## src/hdl/ght_pkg.sv

```systemverilog
`timescale 1ns / 1ps

package ght_pkg;

  localparam int SLOTS       = 16;
  localparam int SLOT_IDX_W  = (SLOTS > 1) ? $clog2(SLOTS) : 1;
  localparam int COUNT_W     = $clog2(SLOTS + 1);
  localparam int GEN_W       = 24;
  localparam int FIELD_W     = 8;
  localparam int HANDLE_W    = GEN_W + FIELD_W;
  localparam int SLOT_OUT_W  = 4;
  localparam int COUNT_OUT_W = 5;

  localparam logic [GEN_W-1:0] GEN_MAX = 24'hFF_FFFF;

  typedef enum logic [1:0] {
    CMD_OPEN        = 2'd0,
    CMD_LOOKUP      = 2'd1,
    CMD_RELEASE     = 2'd2,
    CMD_RELEASE_ALL = 2'd3
  } cmd_t;

  typedef enum logic [1:0] {
    ST_OK   = 2'd0,
    ST_FULL = 2'd1,
    ST_BAD  = 2'd2
  } status_t;

  typedef struct packed {
    logic [1:0]          command;
    logic [HANDLE_W-1:0] handle;
  } op_t;

  typedef struct packed {
    logic [1:0]             status;
    logic [HANDLE_W-1:0]    new_handle;
    logic [SLOT_OUT_W-1:0]  slot_index;
    logic [COUNT_OUT_W-1:0] open_slots;
  } res_t;

endpackage

```

## src/hdl/ght_slot_table.sv

```systemverilog
`timescale 1ns / 1ps

module ght_slot_table import ght_pkg::*; (
  input  logic clk,
  input  logic rst,
  input  logic en,
  input  op_t  op,
  output res_t res
);

  logic [SLOTS-1:0]      active;
  logic [GEN_W-1:0]      generation [SLOTS];
  logic [COUNT_W-1:0]    count;
  logic [COUNT_W-1:0]    count_next;

  logic                  free_found;
  logic [SLOT_IDX_W-1:0] free_idx;
  logic [FIELD_W-1:0]    field;
  logic [FIELD_W-1:0]    field_m1;
  logic [GEN_W-1:0]      hgen;
  logic                  field_ok;
  logic [SLOT_IDX_W-1:0] hdl_idx;
  logic [SLOT_IDX_W-1:0] rd_idx;
  logic [GEN_W-1:0]      gen_rd;
  logic [GEN_W-1:0]      gen_inc;
  logic                  handle_ok;
  logic [FIELD_W-1:0]    new_field;
  logic [31:0]           idx_wide;
  logic [31:0]           count_wide;

  always_comb begin
    free_found = 1'b0;
    free_idx   = '0;
    for (int i = SLOTS - 1; i >= 0; i--) begin
      if (!active[i]) begin
        free_found = 1'b1;
        free_idx   = SLOT_IDX_W'(i);
      end
    end
  end

  assign field    = op.handle[FIELD_W-1:0];
  assign hgen     = op.handle[HANDLE_W-1:FIELD_W];
  assign field_m1 = field - 8'd1;
  assign hdl_idx  = field_m1[SLOT_IDX_W-1:0];
  assign field_ok = (field != '0) && ({1'b0, field} <= 9'(SLOTS));

  assign rd_idx    = (op.command == CMD_OPEN) ? free_idx : hdl_idx;
  assign gen_rd    = generation[rd_idx];
  assign gen_inc   = (gen_rd == GEN_MAX) ? GEN_W'(1) : gen_rd + GEN_W'(1);
  assign handle_ok = field_ok && (hgen != '0) && active[hdl_idx] && (gen_rd == hgen);
  assign new_field = FIELD_W'(free_idx) + 8'd1;

  always_comb begin
    res.status     = ST_OK;
    res.new_handle = '0;
    idx_wide       = '0;
    count_next     = count;
    unique case (op.command)
      CMD_OPEN: begin
        if (free_found) begin
          res.new_handle = {gen_inc, new_field};
          count_next     = count + COUNT_W'(1);
        end else begin
          res.status = ST_FULL;
        end
      end
      CMD_LOOKUP, CMD_RELEASE: begin
        if (handle_ok) begin
          idx_wide = 32'(hdl_idx);
          if (op.command == CMD_RELEASE && count != '0) begin
            count_next = count - COUNT_W'(1);
          end
        end else begin
          res.status = ST_BAD;
        end
      end
      default: begin
        count_next = '0;
      end
    endcase
    count_wide     = 32'(count_next);
    res.slot_index = idx_wide[SLOT_OUT_W-1:0];
    res.open_slots = count_wide[COUNT_OUT_W-1:0];
  end

  always_ff @(posedge clk) begin
    if (rst) begin
      active <= '0;
      count  <= '0;
      for (int i = 0; i < SLOTS; i++) begin
        generation[i] <= '0;
      end
    end else if (en) begin
      count <= count_next;
      unique case (op.command)
        CMD_OPEN: begin
          if (free_found) begin
            active[free_idx]     <= 1'b1;
            generation[free_idx] <= gen_inc;
          end
        end
        CMD_LOOKUP: begin
        end
        CMD_RELEASE: begin
          if (handle_ok) begin
            active[hdl_idx] <= 1'b0;
          end
        end
        default: begin
          active <= '0;
        end
      endcase
    end
  end

endmodule

```

## src/hdl/generational_handle_table.sv

```systemverilog
`timescale 1ns / 1ps

// Channel   Direction  Handshake              Words
// command   in         cmd_valid / cmd_ready  command, handle
// response  out        rsp_valid / rsp_ready  status, new_handle, slot_index, open_slots
//
// Each word passes an input register and is resolved combinationally against the
// slot table as it advances, landing in the response register.
// One word is taken per cycle while responses drain; the first-free search
// and generation compare are combinational.
// Reset clears all active bits, generations and the live count at once.
// A stalled response holds both registers and drops cmd_ready once they fill.

module generational_handle_table import ght_pkg::*; (
  input  logic                   clk,
  input  logic                   rst,
  input  logic                   cmd_valid,
  output logic                   cmd_ready,
  input  logic [1:0]             command,
  input  logic [HANDLE_W-1:0]    handle,
  output logic                   rsp_valid,
  input  logic                   rsp_ready,
  output logic [1:0]             status,
  output logic [HANDLE_W-1:0]    new_handle,
  output logic [SLOT_OUT_W-1:0]  slot_index,
  output logic [COUNT_OUT_W-1:0] open_slots
);

  logic s1_valid;
  op_t  s1_op;
  logic advance;
  res_t res;
  res_t rsp;

  assign advance   = s1_valid && (!rsp_valid || rsp_ready);
  assign cmd_ready = !s1_valid || advance;

  always_ff @(posedge clk) begin
    if (rst) begin
      s1_valid <= 1'b0;
    end else if (cmd_valid && cmd_ready) begin
      s1_valid <= 1'b1;
    end else if (advance) begin
      s1_valid <= 1'b0;
    end
  end

  always_ff @(posedge clk) begin
    if (cmd_valid && cmd_ready) begin
      s1_op.command <= command;
      s1_op.handle  <= handle;
    end
  end

  ght_slot_table u_table (
    .clk (clk),
    .rst (rst),
    .en  (advance),
    .op  (s1_op),
    .res (res)
  );

  always_ff @(posedge clk) begin
    if (rst) begin
      rsp_valid <= 1'b0;
    end else if (advance) begin
      rsp_valid <= 1'b1;
    end else if (rsp_ready) begin
      rsp_valid <= 1'b0;
    end
  end

  always_ff @(posedge clk) begin
    if (advance) begin
      rsp <= res;
    end
  end

  assign status     = rsp.status;
  assign new_handle = rsp.new_handle;
  assign slot_index = rsp.slot_index;
  assign open_slots = rsp.open_slots;

endmodule

```

## config.mk

```make
export PLATFORM = sky130hd
export DESIGN_NAME = generational_handle_table
export DESIGN_NICKNAME = d
export VERILOG_FILES = /design/src/hdl/ght_pkg.sv /design/src/hdl/ght_slot_table.sv /design/src/hdl/generational_handle_table.sv
export SDC_FILE = /design/constraint.sdc
export NUM_CORES = 1
export LEC_CHECK = 0
export BUFFER_PORTS_ARGS = -buffer_cell sky130_fd_sc_hd__buf_2
export CAP_MARGIN = 0
export CORE_UTILIZATION = 53
export CTS_CLUSTER_DIAMETER = 200
export DETAILED_ROUTE_END_ITERATION = 8
export HOLD_SLACK_MARGIN = 0.06
export PLACE_DENSITY = 0.73
export SLEW_MARGIN = 20
export SYNTH_ARGS = -nofsm -noshare
export SYNTH_HDL_FRONTEND = slang
export SYNTH_SLANG_ARGS = --single-unit
```

## constraint.sdc

```tcl
create_clock -name clk -period 6.2 [get_ports clk]
set_input_delay 1.24 -clock clk [delete_from_list [all_inputs] [get_ports clk]]
set_output_delay 1.24 -clock clk [all_outputs]
set_load 0.02 [all_outputs]
```

==> results list <==
- Maxcap violations: 0
* Post-CTS Hold Buffers: 0
* Crit-path cells: inv_1 > ha_1 > nand2b_1 > o32ai_2 > o21ai_1 > nor3_2 > buf_4 > a22oi_1 > a21bo_2 > nor3_1 > a221oi_1 > nand4_1 > or4_4 > a211oi_4 > buf_4 > a41oi_1 > a211oi_1
- Number of antenna violations at the first check in global routing: 1
* Total Negative Setup Slacks: 0 ns
* Switching part of the total: about 28%
- At the worst endpoint, the required time is 6.72 ns.
- Setup repair after global routing left no endpoint under its margin.
- By instance count, the cell type seen most on the critical path is buf_4.
* Final instance count without filler cells: approximately 2700
- After synthesis the cells add up to approximately 23000 um2.
- Worst Path Class, Setup: flop to flop
- Counting the fill cells in the layout gives 3450.
- Combinational cell fraction of total power: between 15 and 20%
- Area share of the largest cell type after synthesis: between 50 and 60%
- For this run, the leading register cell type out of synthesis is edfxtp_1.
- Via density: 6.48
* Wire length after detailed routing: approximately 74 mm
- Sum of net half-perimeters after detailed placement: a little under 50 mm
* Fraction of final layout cells sized beyond drive strength 1: between 15 and 20%
* Maximum number of pins on one net before global-route repair: 62
* Critical Path AT: 6.30 ns
- Total I/O pin count: 83
- Number of global-route vias before repair: between 15000 and 20000
* Total global-route track usage: about 33%
- Count of nets after finishing: 2155
- Leading cell type by number of instances after synthesis: edfxtp_1
* Cell row count: 76
- Counting cells, the worst reg-to-reg path comes to 17.
* Gp weighted congestion: 1.02
* Placed Instances: around 2600
- Slowest stage cell on the critical path: nor3_2
* Dpl cell area: around 25000 um2
- Async set or reset register ratio after synthesis: 0%
- Number of synthesized flops with an enable pin: about 460
* Number of sinks handled by clock tree synthesis: 481
* Syn-to-layout area delta: 12.7%
* Max-slew violation count: 0
- Static timing analysis puts the maximum clock frequency at 0.173 GHz.
- Net switching power of the design: about 2.3 mW
- Number of stages on the worst hold path: 1
- After synthesis, the cell types taking the most area are edfxtp_1 (59%), nor2_1 (7.3%), mux2i_1 (3.7%), a211oi_1 (2.9%), and3_1 (2.4%).
- Die Wd: around 210 um
- The region available for standard cell placement spans about 43000 um2.
- In the finished design, the share of the clock period the worst path needs comes to between 90% and 100%.
- Delay of the slowest cell on the worst path: slightly below 0.9 ns
- The final route contains around 18000 vias.
* Sort of element at the start of the critical path: flop
* CP Max Fanout: 11
* Post-route cell area: about 26000 um2
* Final setup skew: 0.0237 ns
* Post-CTS setup repair buffer count: 0
* Internal: between 5 and 6 mW
- The floorplan step defined a die boundary enclosing between 40000 and 50000 um2.
- In the routed design, unresolved DRC markers number 0.
* Leftover overflow at the end of global routing: 0
* Combined area of the multi-input logic cells: about 8300 um2
* Outcome: finished clean
* First-pass iteration count of the detailed router: 6
- Once detail routing completed, the nets flagged for antenna violations numbered 0.
- Post-synthesis cell type count: between 90 and 100
- The clock reaches the later pin of the worst-skew pair after ~0.63 ns.
- Capturing element type of the critical path: flop
- Cell taking the most area after synthesis: edfxtp_1
- Diode insertion count for antenna repair: 0
- The synthesized design contains just under 500 register bits.
- Count of endpoints failing setup in the final report: 0
- Area of all sequential standard cells: ~14000 um2
- First-pass GRT wire length: around 110 mm
* H-tree depth: 2
* Clock-pin transition on the worst setup and hold timing paths: roughly 0.060 ns
- Vertical die dimension: ~210 um
* Routed WL per cell: around 27 um
- Sequential elements use between 60% and 70% of the synthesized area.
- By count the netlist is led by edfxtp_1 (458), nor2_1 (454), nand2_1 (119), a211oi_1 (90), and3_1 (88).
* CTS tree: done
* Clock Root Buffer: clkbuf_16
* Yosys synthesis warning count: 0
* Num CTS Buffers: between 50 and 60
- The min-delay analysis places its worst path in the category flop to flop.
* Sequential power share: a little under half
* Min cycle time layout: slightly below 6 ns
* Leak: ~9.5 nW
- Internal reg-to-reg setup slack: ~0.42 ns
- In this run the power density over the cells is 313 nW/um2.
* Relative slew slack: between 20% and 30%
- VDD sags by at most about 0.20 mV.
- The initial utilization of the core area, before any placement, comes to around 54%.
- Count of buffers from port buffering: approximately 80
- The number of gates resized after CTS was 0.
- Clock Power Share: a little under two fifths
- Synthesized area per cell: 11.6 um2
- Final hold violations: 0
- The clock passes through at most 3 buffers.
- Synth Instances: between 2000 and 2500
* Drt first-iter violations: 2566
* Share of the core filled with cells in the final layout: a little over 60%
* Worst-margin pin slew: ~1.1 ns
## worst paths after layout
check / start / end
worst max-delay path: s1_op[1]$_DFFE_PP_ / u_table.active[6]$_SDFFE_PP0P_
worst min-delay path: u_table.count[4]$_SDFFE_PP0P_ / u_table.count[4]$_SDFFE_PP0P_
worst max register to register: s1_op[1]$_DFFE_PP_ / u_table.active[6]$_SDFFE_PP0P_
worst min register to register: u_table.count[4]$_SDFFE_PP0P_ / u_table.count[4]$_SDFFE_PP0P_
## per-layer routing
layer  wire length, um  GRT usage (%)  share of wire [%]  vias up
met5                 0              0                  0        -
met4              3190           14.6                4.3        0
met3              8870           6.69                 12      202
met2             32300           49.6                 44     1262
met1             29600           47.0                 40     8609
li1                  -              -                  -     7606
## critical path, delay by kind of cell, from the launching register on
kind / cells / cell delay (ns)
compound gates: 8 / 2.22
simple gates: 5 / 1.84
fa+ha+maj: 1 / 0.39
flops: 1 / 0.51
buf+inv: 3 / 0.70
## area by class of cell
type	count	area share, %
inverter	35	0.504
sequential	481	54.0
timing repair buffer	186	4.84
multi-input combinational	1346	31.4
tap	585	2.78
clock buffer	68	5.25
clock inverter	26	1.23
## power groups by stage
stage / Sequential [mW] / Clock (mW) / Combinational [mW]
3_3_place_gp: 3.82 / 0 / 1.27
4_1_cts: 3.76 / 3.16 / 1.28
2_1_floorplan: 3.82 / 0 / 0.748
6_report: 3.76 / 3.15 / 1.32
5_1_grt: 3.77 / 3.27 / 1.38
3_5_place_dp: 3.83 / 0 / 1.28
## stage by stage
stage          total power, mW  worst slack (ns)  hold slack [ns]
6_report                  8.23             0.416            0.511
5_1_grt                   8.41             0.224            0.540
4_1_cts                   8.20             0.553            0.503
3_5_place_dp              5.10             0.549            0.494
3_3_place_gp              5.09             0.684            0.478
2_1_floorplan             4.57              1.47            0.449
## state kept, by name, summed over array words and instances (netlist names)
signal and count:
u_table.generation 384, s1_op 34, new_handle 29, u_table.active 16
open_slots 5, u_table.count 5, slot_index 4, status 2
rsp_valid 1, s1_valid 1
## kinds of logic (layout without fill, tap and decap cells)
family	Yosys count	count (layout)	synth area share [%]
simple gates	884	884	17.9
buf+inv	188	315	3.94
fa+ha+maj	16	16	0.858
xor+xnor	27	27	1.05
other cells	1	3	0.0161
flops	481	481	60.9
compound gates	308	308	10.2
mux	108	108	5.09
## placed cells by master (no fill, tap or decap), drive strengths merged, types with 13 or more instances in the layout
| cell type | n |
|---|---|
| o21ai | 41 |
| ha | 16 |
| and3 | 88 |
| inv | 39 |
| clkbuf | 68 |
| buf | 186 |
| mux2 | 13 |
| nor3 | 27 |
| a22oi | 26 |
| a21oi | 29 |
| a211oi | 92 |
| xnor2 | 19 |
| nor4 | 16 |
| and2 | 14 |
| clkinv | 14 |
| nand2b | 30 |
| nor2 | 467 |
| nand4 | 19 |
| edfxtp | 458 |
| mux2i | 88 |
| or4 | 13 |
| a31oi | 18 |
| nand3 | 36 |
| nand2 | 122 |
| dfxtp | 23 |
Power figures use the tool's default switching activity.
